File: src/psf_pkg.sv
// shared types, constants and helpers for the prime sieve filter chain
// no dependencies; imported by every module of the block
package psf_pkg;

   localparam int MAX_PRIMES = 64;
   localparam int VALUE_BITS = 16;
   localparam int FIELD_W    = 16;

   localparam int STEP_MAX = (MAX_PRIMES > VALUE_BITS) ? MAX_PRIMES : VALUE_BITS;
   localparam int STEP_W   = $clog2(STEP_MAX + 1);

   typedef logic [VALUE_BITS-1:0] value_type;
   typedef logic [FIELD_W-1:0]    field_type;
   typedef logic [STEP_W-1:0]     step_type;

   localparam step_type DIV_LAST  = step_type'(VALUE_BITS - 1);
   localparam step_type COLL_LAST = step_type'(MAX_PRIMES - 1);

   // broadcast from the controller to every cell
   typedef struct packed {
      logic      clear;
      logic      start;
      logic      div_en;
      logic      div_bit;
      logic      collect;
      logic      load;
      value_type load_value;
   } cell_ctrl_type;

   // handed from one cell to the next
   typedef struct packed {
      logic valid;
      logic hit;
   } cell_link_type;

   typedef enum logic [3:0] {
      ST_IDLE = 4'b0001,
      ST_DIV  = 4'b0010,
      ST_COLL = 4'b0100,
      ST_EMIT = 4'b1000
   } state_type;

   function automatic value_type to_value(input field_type x);
      value_type r;
      r = '0;
      for (int i = 0; i < VALUE_BITS; i++) begin
         if (i < FIELD_W) begin
            r[i] = x[i];
         end
      end
      return r;
   endfunction

   function automatic field_type to_field(input value_type x);
      field_type r;
      r = '0;
      for (int i = 0; i < FIELD_W; i++) begin
         if (i < VALUE_BITS) begin
            r[i] = x[i];
         end
      end
      return r;
   endfunction

endpackage

File: src/psf_ctrl.sv
// sequencer for the sieve chain: takes request beats, steps the cells
// through divide and collect, and holds the response beat; uses psf_pkg
module psf_ctrl
   import psf_pkg::*;
(
   input  logic          clock,
   input  logic          reset,
   input  logic          req_valid,
   output logic          req_ready,
   input  field_type     req_value,
   input  logic          req_restart,
   output logic          rsp_valid,
   input  logic          rsp_ready,
   output field_type     rsp_prime_value,
   output logic          rsp_overflow,
   input  cell_link_type tail,
   output cell_ctrl_type ctrl
);

   state_type state_ff, state_in;
   step_type  step_ff, step_in;
   value_type val_ff, val_in;
   logic      rsp_valid_ff, rsp_valid_in;
   field_type rsp_value_ff, rsp_value_in;
   logic      rsp_ovf_ff, rsp_ovf_in;

   value_type req_v;
   logic      accept;
   logic      slot_free;

   assign req_v     = to_value(req_value);
   assign req_ready = (state_ff == ST_IDLE);
   assign accept    = req_valid && req_ready;
   assign slot_free = !rsp_valid_ff || rsp_ready;

   always_comb begin
      state_in     = state_ff;
      step_in      = step_ff;
      val_in       = val_ff;
      rsp_valid_in = rsp_valid_ff && !rsp_ready;
      rsp_value_in = rsp_value_ff;
      rsp_ovf_in   = rsp_ovf_ff;
      ctrl         = '0;
      ctrl.div_bit    = val_ff[VALUE_BITS-1];
      ctrl.load_value = val_ff;
      unique case (state_ff)
         ST_IDLE: begin
            if (accept) begin
               ctrl.clear = req_restart;
               if (req_v > value_type'(1)) begin
                  ctrl.start = 1'b1;
                  val_in     = req_v;
                  step_in    = '0;
                  state_in   = ST_DIV;
               end
            end
         end
         ST_DIV: begin
            ctrl.div_en = 1'b1;
            val_in      = {val_ff[VALUE_BITS-2:0], val_ff[VALUE_BITS-1]};
            if (step_ff == DIV_LAST) begin
               step_in  = '0;
               state_in = ST_COLL;
            end else begin
               step_in = step_ff + step_type'(1);
            end
         end
         ST_COLL: begin
            ctrl.collect = 1'b1;
            if (step_ff == COLL_LAST) begin
               state_in = ST_EMIT;
            end else begin
               step_in = step_ff + step_type'(1);
            end
         end
         ST_EMIT: begin
            if (tail.hit) begin
               state_in = ST_IDLE;
            end else if (slot_free) begin
               ctrl.load    = 1'b1;
               rsp_valid_in = 1'b1;
               rsp_value_in = to_field(val_ff);
               rsp_ovf_in   = tail.valid;
               state_in     = ST_IDLE;
            end
         end
         default: begin
            state_in = ST_IDLE;
         end
      endcase
   end

   always_ff @(posedge clock) begin
      if (reset) begin
         state_ff     <= ST_IDLE;
         step_ff      <= '0;
         rsp_valid_ff <= 1'b0;
      end else begin
         state_ff     <= state_in;
         step_ff      <= step_in;
         rsp_valid_ff <= rsp_valid_in;
      end
      val_ff       <= val_in;
      rsp_value_ff <= rsp_value_in;
      rsp_ovf_ff   <= rsp_ovf_in;
   end

   assign rsp_valid       = rsp_valid_ff;
   assign rsp_prime_value = rsp_value_ff;
   assign rsp_overflow    = rsp_ovf_ff;

endmodule

File: config.mk
export PLATFORM = sky130hd
export DESIGN_NAME = psf_ctrl
export DESIGN_NICKNAME = d
export VERILOG_FILES = /design/src/psf_pkg.sv /design/src/psf_ctrl.sv
export SDC_FILE = /design/constraint.sdc
export NUM_CORES = 1
export LEC_CHECK = 0
export BUFFER_PORTS_ARGS = -buffer_cell sky130_fd_sc_hd__buf_2
export CAP_MARGIN = 20
export CORE_UTILIZATION = 30
export DETAILED_ROUTE_END_ITERATION = 8
export GPL_TIMING_DRIVEN = 0
export SLEW_MARGIN = 10
export SYNTH_ARGS = -nofsm -noshare
export SYNTH_HDL_FRONTEND = slang
export SYNTH_SLANG_ARGS = --single-unit
File: constraint.sdc
create_clock -name clock -period 6.1 [get_ports clock]
set_clock_uncertainty 0.1 [all_clocks]
set_input_delay 0.61 -clock clock [delete_from_list [all_inputs] [get_ports clock]]
set_output_delay 0.61 -clock clock [all_outputs]
set_load 0.02 [all_outputs]
==> results of run 1 <==
cells in the mapped netlist (all sizes together):
cell	number
inv	3
or3	3
o21ba	1
mux2i	1
nand3b	1
o21bai	1
or4	1
o21ai	7
nor2	6
ha	1
a211oi	1
and3	2
nor4b	2
nor4	4
nand4	1
nor2b	1
o22ai	1
xor2	2
nor3	1
o31ai	1
nand2b	1
a21oi	10
nand3	3
or4b	2
and2	2
edfxtp	33
a31oi	2
o211a	1
or2	1
clkbuf	2
dfxtp	12
nand2	54
and4b	1
buf	5
flip-flops by register name, indices dropped and copies added, names as in the netlist:
register,count
rsp_valid,1
state_ff,4
step_ff,7
val_ff,16
rsp_overflow,1
rsp_prime_value,16
per-stage QoR:
stage	instance area (um2)	cells	hold WS, ps	power (W)
after floorplan	1902	170	364.1	0.0004255
after global placement	2311	308	365.7	0.0004604
after detailed placement	2311	308	366.9	0.0004620
after CTS	2421	316	387.6	0.0006812
after global routing	2421	316	383.4	0.0007000
final	2421	316	386.2	0.0006736
cell usage in the layout (no fill, tap or decap), types with 2 or more instances in the layout:
cell,instances
a21oi_1,10
and2_2,2
buf_2,66
buf_4,2
clkbuf_1,2
clkbuf_8,5
dfxtp_1,12
edfxtp_1,33
inv_1,3
nand2_1,54
nand3_1,3
nor2_1,6
nor4_1,4
nor4b_1,2
o21ai_0,7
or3_2,2
or4b_1,2
xor2_1,2
power by group through the flow:
stage,logic [W],clock network [W],registers [W]
after CTS,0.0000914,0.000226,0.000364
after detailed placement,0.0000910,0,0.000371
after global routing,0.000100,0.000233,0.000367
final,0.0000902,0.000219,0.000364
after global placement,0.0000900,0,0.000370
after floorplan,0.0000421,0,0.000383
cell families after synthesis:
kind of cell / after synthesis / share of synthesized area
xor+xnor: 2 / 0.009212
mux: 1 / 0.005263
flops: 45 / 0.6474
compound gates: 25 / 0.09145
simple gates: 86 / 0.2145
buf+inv: 10 / 0.02565
fa+ha+maj: 1 / 0.006578
layer usage:
layer  vias to the layer above  GRT usage  wire length [um]
met5                         -          0                 0
met4                         0    0.03158                19
met3                         2    0.03778               314
met2                        51     0.2142              1912
met1                       699     0.1569              1866
li1                        740          -                 -
how the worst min path moves through the flow:
stage	startpoint	to	slack [ps]	cells past startpoint
2_1_floorplan	step_ff[6]	step_ff[6]	360	2
3_5_place_dp	val_ff[5]	rsp_prime_value[5]	370	0
5_1_grt	tail[1]	rsp_overflow	380	1
6_report	val_ff[13]	rsp_prime_value[13]	390	0
3_3_place_gp	val_ff[2]	rsp_prime_value[2]	370	0
4_1_cts	val_ff[5]	rsp_prime_value[5]	390	0
area by class of cell:
| type | count | area [um2] |
|---|---|---|
| fillers | 606 | 3605 |
| flip-flops and latches | 45 | 1231 |
| multi-input cells | 115 | 621.8 |
| repair buffers | 63 | 315.3 |
| well taps | 75 | 93.84 |
| clock buffers | 5 | 68.82 |
| clock inverters | 3 | 41.29 |
| plain buffers | 7 | 37.54 |
| inverters | 3 | 11.26 |
worst max-delay path: cells and delay by family, from the launching register on:
kind,cells,cell delay (ps)
buffers and inverters,6,1250
flip-flops,1,360
AND/OR/NAND/NOR,1,520
==> run_results.csv, run 1 <==
group,metric,value,unit
drt,ant_nets,0,
floorplan,die_h,81.62,um
finish,area_growth,27.30,%
yosys,syn_area_per_cell,11.19,um2
floorplan,start_util,0.3156,
yosys,ys_types,38,
yosys,syn-num-nets,194,
yosys,synth_top_area_frac,0.5211,
yosys,ys_seq_area_frac,0.6474,
setup_path,cp_common_cell,"buf_2",
floorplan,dieArea,0.006662,mm2
clocking,root_buffer,"clkbuf_8",
setup_path,r2r-start,"state_ff[3]",
floorplan,fp.dieW,81.62,um
sta,finalSetupViolations,0,
setup_path,worstReg2RegEnd,"val_ff[10]",
drt,finalWirelength,4.113,mm
setup_path,cpPeakStageDelay,520,ps
placement,place_hpwl,3.120,mm
setup_path,critPathCapture,"ctrl[19]",
power,leakagePower,1.032,nW
yosys,yosysWarnings,0,
drt,drtPass1Iterations,4,
power,cell_internal_pwr,0.0005037,W
drt,first_iter_violations,38,
setup_path,required,5390,ps
power,power.density,278.2,mW/mm2
power,netSwitchingFraction,0.2522,
placement,pre_cts_ws,3286,ps
power,p_comb_frac,0.134,
clocking,cts.hold.buffers_added,0,
yosys,yosysTopAreaCell,"edfxtp_1",
finish,antennaDiodeCount,0,
power,ir_worst_vdd,0.1171,mV
sta,min_period_over_period,0.5108,
drt,drc,0,
clocking,clk_pin_slew,80,ps
sta,layout_setup_ws,2984,ps
setup_path,startpoint_type,"flop",
grt,grt_antenna_before_repair,0,
yosys,synth_area_leaders,"edfxtp_1, dfxtp_1, nand2_1",
yosys,synth_seq_cells,45,
clocking,h-tree-depth,2,
finish,fin_nets,264,
power,switchingPower,0.0001699,W
power,seqPwrFrac,0.540,
setup_path,crit_type,"reg2out",
sta,finalHoldViolCount,0,
clocking,cts_tree,"built",
setup_path,path_cells,"or4b_1 -> clkbuf_1 -> inv_1 -> buf_2 -> buf_2 -> buf_4 -> buf_2",
sta,worstMarginPinSlew,818.6,ps
run_status,status,"complete, no violations",
setup_path,worst_setup_path_end_kind,"output pin",
placement,gp_congestion,0.7888,
clocking,cts_made_buffers,5,
power,clock_power_share,0.326,
sta,maxSlewViolCount,0,
finish,utilization,0.4018,
clocking,worstSkewPairLatency,290,ps
sta,finalSetupTns,0,ps
floorplan,core_area,0.006026,mm2
sta,max_freq,320.9,MHz
clocking,clockBufferDepth,2,
yosys,synth_area,0.001902,mm2
setup_path,crit_path_start,"state_ff[3]",
grt,grt_pass1_vias,1356,
setup_path,critPathSlowestCell,"or4b_1",
sta,max_slew_margin,0.4542,
grt,grt_use_total,0.1264,
sta,period_minus_slack,3116,ps
drt,wl_per_cell,13.02,um
sta,rsz0062_at_grt,"no",
drt,vias,1492,
setup_path,r2r_cells,5,
placement,io_buffers,63,
setup_path,critPathArrivalTime,2410,ps
worst_hold_path,hold_path.class,"reg2reg",
setup_path,critPathMaxFanout,10,
floorplan,io_pins,64,
grt,grt_start_max_net_pins,19,
drt,via_per_inst,4.722,
finish,drive_gt1_frac,0.3485,
clocking,cts.sinks,45,
setup_path,reg2reg_slack,3680,ps
grt,overflow,0,
floorplan,core.rowCount,28,
grt,grt_pass1_wl,6.375,mm
clocking,postCtsSetupRepairBufs,0,
yosys,synthCells,170,
clocking,postCtsResizedCells,0,
job,max-cap-violations,0,
No activity file was read; power rests on OpenSTA's default activity.
==> run 2: changes to the inputs <==
==> constraint.sdc (replaced) <==
create_clock -name clock -period 2.6 [get_ports clock]
set_clock_uncertainty 0.1 [all_clocks]
set_input_delay 0.26 -clock clock [delete_from_list [all_inputs] [get_ports clock]]
set_output_delay 0.26 -clock clock [all_outputs]
set_load 0.02 [all_outputs]
==> run 2 against run 1 <==
First-iteration DRC count increased by 16%. Sequential share of layout area decreased by 0.13 points. Clock power increased by 140%. Flip-flop and latch count unchanged. Combinational power increased by 140%. Core utilization increased by 0.10 points. Register-to-register slack got worse by 3400 ps. Via count decreased by 0.40%. Die area unchanged. Total power increased by 140%. Largest cell class unchanged. Worst setup slack got worse by 2800 ps. Cell area increased by 0.26%. Highest routed layer unchanged.
==> run_results.csv, run 2 (synthesized netlist as in run 1, its figures left out) <==
group,metric,value,unit
finish,layout.cells.non_filler,315,
finish,area_growth,27.63,%
setup_path,crit_type,"reg2out",
setup_path,r2r-start,"state_ff[0]",
drt,drc,0,
clocking,postCtsSetupRepairBufs,0,
sta,max_slew_margin,0.5813,
floorplan,dieArea,0.006662,mm2
clocking,worstSkewPairLatency,290,ps
setup_path,cp_common_cell,"buf_4",
floorplan,start_util,0.3156,
power,leakagePower,1.029,nW
setup_path,reg2reg_slack,300,ps
setup_path,cpPeakStageDelay,640,ps
finish,fin_nets,263,
clocking,root_buffer,"clkbuf_8",
placement,dp.cells,308,
grt,grt_antenna_before_repair,0,
clocking,clockBufferDepth,2,
power,power.density,652.3,mW/mm2
sta,maxSlewViolCount,0,
drt,finalWirelength,4.126,mm
setup_path,startpoint_type,"flop",
floorplan,die_h,81.62,um
floorplan,fp.dieW,81.62,um
finish,drive_gt1_frac,0.3625,
floorplan,io_pins,64,
setup_path,worstReg2RegEnd,"val_ff[10]",
grt,grt_use_total,0.1267,
floorplan,core.rowCount,28,
finish,fill_cells,601,
sta,period_minus_slack,2441,ps
run_status,status,"complete, no violations",
placement,gp_congestion,0.7888,
setup_path,r2r_cells,4,
setup_path,worst_setup_path_end_kind,"output pin",
sta,rsz0062_at_grt,"no",
clocking,cts_made_buffers,5,
setup_path,required,2240,ps
job,max-cap-violations,0,
power,ir_worst_vdd,0.2750,mV
worst_hold_path,hold_path_depth,1,
clocking,clk_pin_slew,90,ps
drt,wl_per_cell,13.10,um
setup_path,path_cells,"or4b_4 -> inv_2 -> buf_4 -> clkbuf_4 -> buf_4 -> buf_2",
sta,finalSetupTns,0,ps
setup_path,critPathMaxFanout,10,
setup_path,critPathSlowestCell,"or4b_4",
sta,worstMarginPinSlew,627.3,ps
drt,first_iter_violations,44,
worst_hold_path,hp-start,"tail[1]",
floorplan,core_area,0.006026,mm2
placement,io_buffers,63,
sta,min_period_over_period,0.9387,
finish,final_common_cell,"buf_2",
placement,place_hpwl,3.120,mm
drt,via_per_inst,4.717,
worst_hold_path,hold-path-endpoint,"rsp_overflow",
drt,drtPass1Iterations,4,
grt,grt_start_max_net_pins,19,
clocking,cts_tree,"built",
worst_hold_path,hold_path.class,"in2reg",
drt,ant_nets,0,
clocking,cts.hold.buffers_added,0,
finish,antennaDiodeCount,0,
clocking,postCtsResizedCells,2,
sta,finalHoldViolCount,0,
clocking,cts.sinks,45,
sta,max_freq,409.7,MHz
drt,vias,1486,
clocking,h-tree-depth,2,
grt,grt_pass1_vias,1359,
grt,grt_pass1_wl,6.389,mm
sta,finalSetupViolations,0,
grt,overflow,0,
setup_path,critPathArrivalTime,2080,ps
finish,final_cell_mix,"buf_2, nand2_1, edfxtp_1",
## run 2: changes by cell type in the layout (fill, tap and decap cells not counted)
cell,delta
buf_2,-2
and3_1,-1
and3_2,+1
buf_4,+1
clkbuf_1,-1
clkbuf_4,+1
inv_1,-1
inv_2,+1
or4b_1,-1
or4b_4,+1
## run 2: power breakdown
group | switching [W] | internal (W) | total (W)
clock | 0.000233 | 0.000283 | 0.000516
combinational | 0.000136 | 0.0000771 | 0.000213
sequential | 0.0000309 | 0.000823 | 0.000854
total | 0.000400 | 0.00118 | 0.00158
## run 2: worst max path at each step
| stage | start | depth (start not counted) | to | slack, ps |
|---|---|---|---|---|
| 2_1_floorplan | state_ff[0] | 4 | val_ff[0] | 50 |
| 3_3_place_gp | state_ff[3] | 7 | ctrl[19] | 130 |
| 3_5_place_dp | state_ff[3] | 7 | ctrl[19] | 140 |
| 4_1_cts | state_ff[3] | 6 | ctrl[19] | 40 |
| 5_1_grt | state_ff[1] | 6 | ctrl[19] | 20 |
| 6_report | state_ff[3] | 6 | ctrl[19] | 160 |
## run 2: through the flow
| stage | worst slack, ps | instance area (um2) | utilization | power (W) | hold WS, ps |
|---|---|---|---|---|---|
| floorplan | 52.71 | 1902 | - | 0.0009983 | 229.1 |
| global placement | 125.1 | 2311 | 0.3835 | 0.001080 | 344.5 |
| detailed placement | 135.8 | 2311 | 0.3835 | 0.001084 | 348.6 |
| CTS | 39.83 | 2424 | 0.4022 | 0.001599 | 42.74 |
| global route | 21.99 | 2427 | 0.4028 | 0.001644 | 33.37 |
| finish | 159.5 | 2427 | 0.4028 | 0.001583 | 44.35 |
## run 2: worst max-delay path, delay by kind of cell (launching register included)
| family | cells | cell delay [ps] |
|---|---|---|
| buffers and inverters | 5 | 800 |
| flip-flops | 1 | 360 |
| AND/OR/NAND/NOR | 1 | 640 |
## run 2: cell type report
type                            count  area, um2  area share
Sequential cell                    45       1231      0.5072
Multi-Input combinational cell    115      626.9      0.2582
Timing Repair Buffer               63      315.3      0.1299
Tap cell                           75      93.84     0.03866
Clock buffer                        5      68.82     0.02835
Clock inverter                      3      41.29     0.01701
Buffer                              6      38.79     0.01598
Inverter                            3      11.26    0.004639
## run 2: routing by layer
layer / global-route usage / wire (um)
met5: 0 / 0
met4: 0.03158 / 19
met3: 0.03778 / 302
met2: 0.2150 / 1921
met1: 0.1569 / 1882
