<file path="src/psf_pkg.sv">
// shared types, constants and helpers for the prime sieve filter chain
// no dependencies; imported by every module of the block
package psf_pkg;

   localparam int MAX_PRIMES = 64;
   localparam int VALUE_BITS = 16;
   localparam int FIELD_W    = 16;

   localparam int STEP_MAX = (MAX_PRIMES > VALUE_BITS) ? MAX_PRIMES : VALUE_BITS;
   localparam int STEP_W   = $clog2(STEP_MAX + 1);

   typedef logic [VALUE_BITS-1:0] value_type;
   typedef logic [FIELD_W-1:0]    field_type;
   typedef logic [STEP_W-1:0]     step_type;

   localparam step_type DIV_LAST  = step_type'(VALUE_BITS - 1);
   localparam step_type COLL_LAST = step_type'(MAX_PRIMES - 1);

   // broadcast from the controller to every cell
   typedef struct packed {
      logic      clear;
      logic      start;
      logic      div_en;
      logic      div_bit;
      logic      collect;
      logic      load;
      value_type load_value;
   } cell_ctrl_type;

   // handed from one cell to the next
   typedef struct packed {
      logic valid;
      logic hit;
   } cell_link_type;

   typedef enum logic [3:0] {
      ST_IDLE = 4'b0001,
      ST_DIV  = 4'b0010,
      ST_COLL = 4'b0100,
      ST_EMIT = 4'b1000
   } state_type;

   function automatic value_type to_value(input field_type x);
      value_type r;
      r = '0;
      for (int i = 0; i < VALUE_BITS; i++) begin
         if (i < FIELD_W) begin
            r[i] = x[i];
         end
      end
      return r;
   endfunction

   function automatic field_type to_field(input value_type x);
      field_type r;
      r = '0;
      for (int i = 0; i < FIELD_W; i++) begin
         if (i < VALUE_BITS) begin
            r[i] = x[i];
         end
      end
      return r;
   endfunction

endpackage

</file>
<file path="src/psf_cell.sv">
// one sieve cell: holds a stored prime, builds a bit-serial remainder
// of the candidate and passes valid and hit flags to its neighbor; uses psf_pkg
module psf_cell
   import psf_pkg::*;
(
   input  logic          clock,
   input  logic          reset,
   input  cell_ctrl_type ctrl,
   input  cell_link_type prev,
   output cell_link_type next
);

   logic      valid_ff, valid_in;
   logic      hit_ff, hit_in;
   value_type prime_ff, prime_in;
   value_type rem_ff, rem_in;

   logic [VALUE_BITS:0] shifted;
   logic [VALUE_BITS:0] diff;
   logic                take;
   logic                own_hit;

   assign take    = ctrl.load && !valid_ff && prev.valid;
   assign shifted = {rem_ff, ctrl.div_bit};
   assign diff    = shifted - {1'b0, prime_ff};
   assign own_hit = valid_ff && (rem_ff == '0);

   always_comb begin
      valid_in = valid_ff;
      prime_in = prime_ff;
      rem_in   = rem_ff;
      hit_in   = hit_ff;
      if (ctrl.clear) begin
         valid_in = 1'b0;
      end else if (take) begin
         valid_in = 1'b1;
      end
      if (take) begin
         prime_in = ctrl.load_value;
      end
      if (ctrl.start) begin
         rem_in = '0;
         hit_in = 1'b0;
      end else if (ctrl.div_en) begin
         rem_in = diff[VALUE_BITS] ? shifted[VALUE_BITS-1:0] : diff[VALUE_BITS-1:0];
      end else if (ctrl.collect) begin
         hit_in = prev.hit || own_hit;
      end
   end

   always_ff @(posedge clock) begin
      if (reset) begin
         valid_ff <= 1'b0;
         hit_ff   <= 1'b0;
      end else begin
         valid_ff <= valid_in;
         hit_ff   <= hit_in;
      end
      prime_ff <= prime_in;
      rem_ff   <= rem_in;
   end

   assign next.valid = valid_ff;
   assign next.hit   = hit_ff;

endmodule

</file>
<file path="config.mk">
export PLATFORM = sky130hd
export DESIGN_NAME = psf_cell
export DESIGN_NICKNAME = d
export VERILOG_FILES = /design/src/psf_pkg.sv /design/src/psf_cell.sv
export SDC_FILE = /design/constraint.sdc
export NUM_CORES = 1
export LEC_CHECK = 0
export BUFFER_PORTS_ARGS = -buffer_cell sky130_fd_sc_hd__buf_2
export CORE_UTILIZATION = 50
export CTS_CLUSTER_DIAMETER = 40
export DETAILED_ROUTE_END_ITERATION = 16
export HOLD_SLACK_MARGIN = 0.06
export PLACE_DENSITY = 0.67
export SYNTH_ARGS = -nofsm -noshare
export SYNTH_HDL_FRONTEND = slang
export SYNTH_SLANG_ARGS = --single-unit
</file>
<file path="constraint.sdc">
create_clock -name clock -period 3.85 [get_ports clock]
set_input_delay 0.1925 -clock clock [delete_from_list [all_inputs] [get_ports clock]]
set_output_delay 0.1925 -clock clock [all_outputs]
set_load 0.02 [all_outputs]
</file>
==> out/qor.log, run 1 <==
qor: floorplanning.floorplan.io_pins 28
qor: place.numPlacedInstances 328
qor: critical_path.setup_crit_start_kind flop
qor: place.dp_hpwl 3620 um
qor: critical_path.crit_chain inv_1, ha_1, a21o_1, a311oi_1, xnor2_1, nand3_2, a211o_1, a311oi_1
qor: global_routing.grt_first_pass_wirelength 8652 um
qor: floorplanning.floorplan.rows 24
qor: synth.synth.largest_area_cell edfxtp_1
qor: job.cap_viol_max_count 0
qor: sta.final_min_period_over_clock_period 71.05%
qor: clocking.numClockSinks 34
qor: power.powerDensity 319.2 nW/um^2
qor: critical_path.timing.critical_path.max_delay_family compound AO/OA/AOI/OAI gates
qor: floorplanning.initial_utilization 52.52%
qor: sta.report.final.setup_viol 0
qor: sta.unrepaired_setup_endpoints_after_global_routing false
qor: clocking.cts_tree yes
qor: worst_hold_path.worstHoldPathType in -> reg
qor: routing.highest_layer met4
qor: synth.synth.ff_latch_count 34
qor: critical_path.path_common_cell a311oi_1
qor: routing.routed_wire_length_on_met2 2378 um
qor: finish.finalNetCount 331
qor: place.placement.cell_area 2457 sq um
qor: critical_path.timing.reg2reg.worst_path_depth 8
qor: synth.post_synth_main_area_contributors edfxtp_1 21%, dfxtp_1 16%, ha_1 8.6%
qor: place.number_of_input_and_output_port_buffers_inserted 27
qor: synth.yosys_warnings 0
qor: power.power.total 0.0008259 W
qor: critical_path.worst_path_largest_cell_delay 410 ps
qor: sta.max_freq 365.6 MHz
qor: clocking.clkSlewWorstSetupHoldPaths 70 ps
qor: finish.area_growth 11.60%
qor: global_routing.grt_overflow_total 0
qor: clocking.ctsHtreeMaxLevel 2
qor: routing.via_count 1992
qor: critical_path.critical_path.reg2reg.startpoint prime_ff[13]
qor: finish.post_route_cells_drive_above_1_share 13.84%
qor: routing.routed_wl 5183 um
qor: global_routing.first_global_vias 1871
qor: clocking.post_cts_buffers 0
qor: floorplanning.die-area 4913 sq um
qor: floorplanning.floorplan.core_area 4414 sq um
qor: synth.asyncSetResetFlopFracSynth 0%
qor: routing.detail-route-antenna-nets 0
qor: clocking.clock_tree_root clkbuf_8
qor: routing.drt_pre_antenna_iters 4
qor: routing.m1WireLength 2538 um
qor: clocking.cts_inserted_buffers 5
qor: finish.final_cell_mix 27 x buf_2, 25 x nor2_1, 18 x inv_1, 18 x dfxtp_1
qor: synth.netlist_area 2318 sq um
qor: synth.synth_edf_count 16
qor: place.place_congestion 0.8829
qor: run_status.run_status finished, final reports clean
qor: sta.timing.slew.headroom 47.01%
qor: sta.worst_slew_pin_slew 794.7 ps
qor: global_routing.globalRouteTotalUtil 22.70%
qor: critical_path.ff2ff_setup_slack 1110 ps
qor: synth.synth.top_cell.area_share 20.72%
qor: global_routing.number_of_antenna_violations_at_the_first_check_in_global_routing 0
qor: critical_path.criticalPathCategory reg -> reg
qor: critical_path.worst_r2r_endpoint rem_ff[8]
qor: power.power.ir.vdd_worst 0.2009 mV
qor: synth.ys_types 49
qor: synth.main_synth_ff_type dfxtp_1
qor: sta.fin_tns_setup 0 ps
qor: critical_path.worstPathMaxFanout 18
qor: worst_hold_path.min_delay_path_depth 1
qor: clocking.clk-insertion-delay-late 290 ps
qor: worst_hold_path.hold_path_end prime_ff[4]
qor: synth.post_synth_inst_count 261
qor: critical_path.worstPathBufferInverterCount 1
qor: routing.drt_drc_violations_left 0
qor: floorplanning.die_extent_in_x 70.10 um
qor: routing.detail_route.wl_per_cell 15.20 um
qor: finish.num_antenna_cells 0
qor: synth.sequential_element_share_of_the_synthesized_area 36.27%
qor: finish.stdcell_area 2587 sq um
qor: sta.min_period 2735 ps
qor: critical_path.cpMaxStageDelayCell ha_1
qor: finish.final-instance-count-excl-fill 341
qor: sta.final.setup_skew 2.337 ps
qor: critical_path.critPathArrivalTime 2940 ps
qor: power.cellLeakagePower 1.074 nW
qor: routing.drtIter0Drc 98
qor: worst_hold_path.worstHoldStart ctrl[4]
qor: floorplanning.die_h 70.10 um
qor: routing.detail_route.vias_per_cell 5.842
qor: synth.synth.net_count 304
qor: critical_path.critical_path.endpoint_type flop
qor: clocking.max_root_sink_buffers 2
qor: synth.syn_avg_cell_area 8.883 sq um
qor: routing.met3_wirelength 184 um
qor: global_routing.grt_max_degree 34
qor: finish.final_common_cell buf_2
qor: sta.hold_viol_final 0
qor: sta.timing.final.max_slew_violations 0
qor: critical_path.worst_ep_required_time 4060 ps
[registers in the layout (all words and copies together) (netlist names)]
register  cells
prime_ff     16
rem_ff       16
hit_ff        1
valid_ff      1
[logic make-up (layout without fill, tap and decap cells)]
| kind of cell | Yosys count | after routing | synth area share (%) |
|---|---|---|---|
| compound gates | 79 | 79 | 23.96 |
| xor+xnor | 12 | 12 | 4.533 |
| fa+ha+maj | 17 | 17 | 9.498 |
| buf+inv | 31 | 59 | 5.882 |
| flops | 34 | 34 | 36.27 |
| simple gates | 88 | 88 | 19.86 |
[what timing repair did]
item                      in CTS  in global routing
hold endpoints to repair       1                  4
resized for setup              0                  0
hold buffers                   1                  4
[worst max path at each step]
| stage | from | end | slack (ps) | cells after the start |
|---|---|---|---|---|
| 4_1_cts | prime_ff[13] | rem_ff[8] | 1130 | 8 |
| 2_1_floorplan | prime_ff[0] | rem_ff[1] | 1420 | 9 |
| 3_3_place_gp | prime_ff[13] | rem_ff[8] | 1170 | 8 |
| 6_report | prime_ff[13] | rem_ff[8] | 1110 | 8 |
| 5_1_grt | prime_ff[2] | rem_ff[9] | 900 | 8 |
| 3_5_place_dp | prime_ff[13] | rem_ff[8] | 1150 | 8 |
[metrics by stage]
| stage | worst slack [ps] | hold WS (ps) | util (%) |
|---|---|---|---|
| 2_1_floorplan | 1416 | 269.3 | - |
| 3_3_place_gp | 1174 | 365.2 | 55.67 |
| 3_5_place_dp | 1147 | 365.9 | 55.67 |
| 4_1_cts | 1129 | 63.11 | 57.71 |
| 5_1_grt | 902.3 | 62.28 | 58.62 |
| 6_report | 1115 | 69.80 | 58.62 |
[worst reg2reg max path: stages (launching register included)]
cell      delay (ps)
edfxtp_1         320
inv_1             40
ha_1             410
a21o_1           260
a311oi_1         350
xnor2_1          240
nand3_2          380
a211o_1          400
a311oi_1         240
[power breakdown]
part	switching [W]	internal, W
clock network	0.000130	0.000128
registers	0.0000128	0.000395
logic	0.0000895	0.0000693
total	0.000233	0.000593
[layer usage]
metal  track usage, %  up-vias
li1                 -     1037
met1            30.71      903
met2            35.68       43
met3            4.762        9
met4            8.444        0
met5                0        -
[cells in the mapped netlist (all sizes together) (2+ instances only)]
cell and number:
a211o 2, a211oi 2, a21o 9, a21oi 13
a311oi 10, a31oi 10, and2 2, and3 4
buf 5, clkbuf 8, dfxtp 18, edfxtp 16
ha 16, inv 18, nand2 16, nand2b 3
nand3 11, nand4 2, nor2 25, nor2b 2
nor3 2, nor3b 6, nor4 6, nor4b 2
o211ai 4, o21a 4, o21ai 13, o31ai 5
or3 5, or4 2, xnor2 7, xor2 5
[final cells by class]
class	instances	area [sq um]
fill	391	1827
multi-input combinational	196	1341
tap	52	65.06
clock buffer	8	80.08
timing repair buffer	33	192.7
sequential	34	840.8
inverter	18	67.56
(Power assumes the default switching activity.)
==> run 2, diff against run 1 <==
--- a/config.mk
+++ b/config.mk
@@ -5,6 +5,7 @@
 export SDC_FILE = /design/constraint.sdc
 export NUM_CORES = 1
 export LEC_CHECK = 0
+export ABC_AREA = 1
 export BUFFER_PORTS_ARGS = -buffer_cell sky130_fd_sc_hd__buf_2
 export CORE_UTILIZATION = 50
 export CTS_CLUSTER_DIAMETER = 40
==> constraint.sdc (replaced) <==
create_clock -name clock -period 2.87 [get_ports clock]
set_input_delay 0.1435 -clock clock [delete_from_list [all_inputs] [get_ports clock]]
set_output_delay 0.1435 -clock clock [all_outputs]
set_load 0.02 [all_outputs]
==> run 2 against run 1 <==
Power increased by 49%. Register-to-register slack worse by 570 ps. Wire length grew 13%. Sequential power rose by 29%. Clock-buffer cell count down 2. Flip-flop and latch count unchanged. Clock power grew 120%. Critical path depth is 7 higher. First-iteration DRC count is 35% higher. Critical endpoint is now rem_ff[15]. Sequential share of layout area down 5.5 points. Design area rose by 21%.
==> out/qor.log, run 2 <==
qor: finish.area_growth 17.49% [was 11.60%]
qor: sta.fin_tns_setup 0 ps [unchanged]
qor: sta.report.final.setup_viol 0 [unchanged]
qor: synth.post_synth_main_area_contributors edfxtp_1 18%, nand2_1 17%, dfxtp_1 14% [was edfxtp_1 21%, dfxtp_1 16%, ha_1 8.6%]
qor: critical_path.critical_path.endpoint_type flop [unchanged]
qor: routing.drtIter0Drc 132 [was 98]
qor: finish.final_cell_mix 118 x nand2_1, 74 x inv_1, 27 x buf_2 [was 27 x buf_2, 25 x nor2_1, 18 x inv_1, 18 x dfxtp_1]
qor: power.power.total 0.001229 W [was 0.0008259 W]
qor: clocking.ctsHtreeMaxLevel 2 [unchanged]
qor: power.pwr-share-seq 42.8% [was 49.4%]
qor: routing.detail_route.vias_per_cell 4.779 [was 5.842]
qor: floorplanning.initial_utilization 51.96% [was 52.52%]
qor: finish.stdcell_area 3118 sq um [was 2587 sq um]
qor: critical_path.worst_ep_required_time 3090 ps [was 4060 ps]
qor: floorplanning.floorplan.rows 26 [was 24]
qor: global_routing.grt_max_degree 20 [was 34]
qor: sta.min_period 2326 ps [was 2735 ps]
qor: floorplanning.die_h 74.86 um [was 70.10 um]
qor: critical_path.setup_crit_start_kind flop [unchanged]
qor: power.pwr-share-comb 11.6% [was 19.2%]
qor: routing.detail-route-antenna-nets 0 [unchanged]
qor: synth.synth_edf_count 16 [unchanged]
qor: synth.synth.top_cell.area_share 18.10% [was 20.72%]
qor: clocking.post_cts_resized 0 [unchanged]
qor: global_routing.globalRouteTotalUtil 23.21% [was 22.70%]
qor: finish.post_route_cells_drive_above_1_share 19.15% [was 13.84%]
qor: critical_path.crit_chain ha_1, fa_1, inv_1, nand2_1, nand2_1, nand3_2, nand2_2, nand2_2, nand2_2, nand2_4, nand2_4, nand2_1, nand2_1, nand2_1, a21oi_1 [was inv_1, ha_1, a21o_1, a311oi_1, xnor2_1, nand3_2, a211o_1, a311oi_1]
qor: finish.final_common_cell nand2_1 [was buf_2]
qor: place.place_congestion 0.8515 [was 0.8829]
qor: critical_path.worstPathMaxFanout 17 [was 18]
qor: synth.ys_types 29 [was 49]
qor: synth.sequential_element_share_of_the_synthesized_area 31.68% [was 36.27%]
qor: floorplanning.die_extent_in_x 74.86 um [was 70.10 um]
qor: clocking.clock_tree_root clkbuf_8 [unchanged]
qor: power.powerDensity 394.3 nW/um^2 [was 319.2 nW/um^2]
qor: synth.synth.largest_area_cell edfxtp_1 [unchanged]
qor: finish.final.fill_count 515 [was 391]
qor: critical_path.worst_path_largest_cell_delay 400 ps [was 410 ps]
qor: sta.final.setup_skew 2.389 ps [was 2.337 ps]
qor: power.power.ir.vdd_worst 0.2669 mV [was 0.2009 mV]
qor: run_status.run_status finished, final reports clean [unchanged]
qor: finish.num_antenna_cells 0 [unchanged]
qor: sta.unrepaired_setup_endpoints_after_global_routing false [unchanged]
qor: sta.worst_slew_pin_slew 534.5 ps [was 794.7 ps]
qor: synth.synthMostInstantiatedCell nand2_1 [was nor2_1]
qor: job.cap_viol_max_count 0 [unchanged]
qor: worst_hold_path.worstHoldPathType in -> reg [unchanged]
qor: floorplanning.floorplan.io_pins 28 [unchanged]
qor: clocking.numClockSinks 34 [unchanged]
qor: place.numPlacedInstances 469 [was 328]
qor: synth.synth.net_count 424 [was 304]
qor: sta.setup_slack 544.0 ps [was 1115 ps]
qor: finish.finalNetCount 465 [was 331]
qor: sta.hold_viol_final 0 [unchanged]
qor: synth.main_synth_ff_type dfxtp_1 [unchanged]
qor: synth.synth.ff_latch_count 34 [unchanged]
qor: global_routing.grt_overflow_total 0 [unchanged]
qor: global_routing.first_global_vias 2130 [was 1871]
qor: clocking.cts_tree yes [unchanged]
qor: synth.post_synth_inst_count 381 [was 261]
qor: place.detailedPlace.worstSlack 556.2 ps [was 1147 ps]
qor: finish.final-instance-count-excl-fill 493 [was 341]
qor: finish.largestRegisters prime_ff (16), rem_ff (16) [unchanged]
qor: floorplanning.floorplan.core_area 5107 sq um [was 4414 sq um]
qor: routing.routed_wl 5869 um [was 5183 um]
qor: power.cellLeakagePower 1.613 nW [was 1.074 nW]
qor: critical_path.path_common_cell nand2_1 [was a311oi_1]
qor: power.power_report.internal_total 0.0009519 W [was 0.0005932 W]
qor: routing.drt_pre_antenna_iters 4 [unchanged]
qor: routing.drt_drc_violations_left 0 [unchanged]
qor: sta.timing.final.max_slew_violations 0 [unchanged]
qor: critical_path.ff2ff_setup_slack 540 ps [was 1110 ps]
qor: critical_path.cpMaxStageDelayCell fa_1 [was ha_1]
qor: sta.max_freq 429.9 MHz [was 365.6 MHz]
qor: synth.syn_avg_cell_area 6.965 sq um [was 8.883 sq um]
qor: global_routing.grt_first_pass_wirelength 9687 um [was 8652 um]
qor: place.number_of_input_and_output_port_buffers_inserted 27 [unchanged]
qor: place.placement.cell_area 2815 sq um [was 2457 sq um]
qor: sta.timing.slew.headroom 64.33% [was 47.01%]
qor: place.dp_hpwl 4424 um [was 3620 um]
qor: power.clock_power_share 45.6% [was 31.3%]
qor: power.switching_portion_of_total_power 22.57% [was 28.18%]
qor: sta.final_min_period_over_clock_period 81.05% [was 71.05%]
qor: power.switching_power 0.0002775 W [was 0.0002327 W]
qor: synth.yosys_warnings 0 [unchanged]
qor: synth.asyncSetResetFlopFracSynth 0% [unchanged]
qor: routing.detail_route.wl_per_cell 11.90 um [was 15.20 um]
qor: clocking.cts_inserted_buffers 5 [unchanged]
qor: clocking.clkSlewWorstSetupHoldPaths 70 ps [about the same]
qor: synth.netlist_area 2654 sq um [was 2318 sq um]
qor: routing.via_count 2356 [was 1992]
qor: clocking.clk-insertion-delay-late 290 ps [about the same]
qor: critical_path.critPathArrivalTime 2550 ps [was 2940 ps]
qor: clocking.max_root_sink_buffers 2 [unchanged]
qor: critical_path.criticalPathCategory reg -> reg [unchanged]
qor: floorplanning.die-area 5603 sq um [was 4913 sq um]
qor: global_routing.number_of_antenna_violations_at_the_first_check_in_global_routing 0 [unchanged]
qor: synth.synth.top_cells.by_count 118 x nand2_1, 74 x inv_1, 25 x nand3_1 [was 25 x nor2_1, 18 x dfxtp_1, 18 x inv_1]
## run 2: cell types whose count changed after synthesis, moves of 8 or more
cell / change
a21o_1: -9
a21oi_2: +11
a311oi_1: -10
a31oi_1: -10
inv_1: +56
nand2_1: +102
nand2_2: +15
nand3_1: +15
nand3b_1: +8
nor2_1: -9
## run 2: what timing repair did
action	CTS	global route
hold buffers	16	0
hold endpoints to repair	16	0
setup buffers	0	0
endpoints found under the setup margin	0	0
## run 2: metrics by stage
| step | util [%] | hold slack [ps] |
|---|---|---|
| after detailed placement | 55.12 | 321.6 |
| after global routing | 61.05 | 140.0 |
| after CTS | 61.05 | 93.79 |
| final | 61.05 | 94.62 |
| after global placement | 55.12 | 320.0 |
| after floorplan | - | 242.4 |
## run 2: cells by family (layout without fill, tap and decap cells)
| family | after synthesis | count (layout) | synth area share (%) |
|---|---|---|---|
| buffers and inverters | 88 | 130 | 13.63 |
| AND/OR/NAND/NOR | 209 | 209 | 37.62 |
| AO/OA/AOI/OAI | 26 | 26 | 6.459 |
| flip-flops | 34 | 34 | 31.68 |
| adder cells (fa/ha/maj) | 17 | 17 | 8.298 |
| XOR/XNOR | 7 | 7 | 2.310 |
## run 2: critical path, delay by kind of cell, from the launching register on
family | cells | cell delay, ps
flip-flops | 1 | 370
adder cells (fa/ha/maj) | 2 | 610
AND/OR/NAND/NOR | 11 | 1060
AO/OA/AOI/OAI | 1 | 130
buffers and inverters | 1 | 90
## run 2: final cells by class
class / count / area, sq um / share of cell area, %
Clock buffer: 6 / 82.58 / 2.648
Clock inverter: 2 / 60.06 / 1.926
Inverter: 78 / 292.8 / 9.390
Multi-Input combinational cell: 259 / 1451 / 46.55
Sequential cell: 34 / 840.8 / 26.97
Tap cell: 70 / 87.58 / 2.809
Timing Repair Buffer: 44 / 302.8 / 9.711
## run 2: layer usage
metal	share of wire, %	GRT usage, %	vias up
met5	0	0	-
met4	0.83	6.080	0
met3	5.1	4.284	5
met2	48	38.74	47
met1	46	30.99	1038
li1	-	-	1266
## run 2: power groups by stage
stage          Combinational, W  Sequential (W)  Clock [W]
2_1_floorplan         0.0000896        0.000536          0
4_1_cts                0.000143        0.000526   0.000568
3_5_place_dp           0.000126        0.000538          0
3_3_place_gp           0.000124        0.000537          0
5_1_grt                0.000161        0.000528   0.000589
6_report               0.000142        0.000526   0.000561
## run 2: worst paths after layout
path / startpoint / to / cells after the start
max: prime_ff[0] / rem_ff[15] / 15
min: ctrl[21] / valid_ff / 4
max reg2reg: prime_ff[0] / rem_ff[15] / 15
min reg2reg: rem_ff[0] / rem_ff[0] / 2
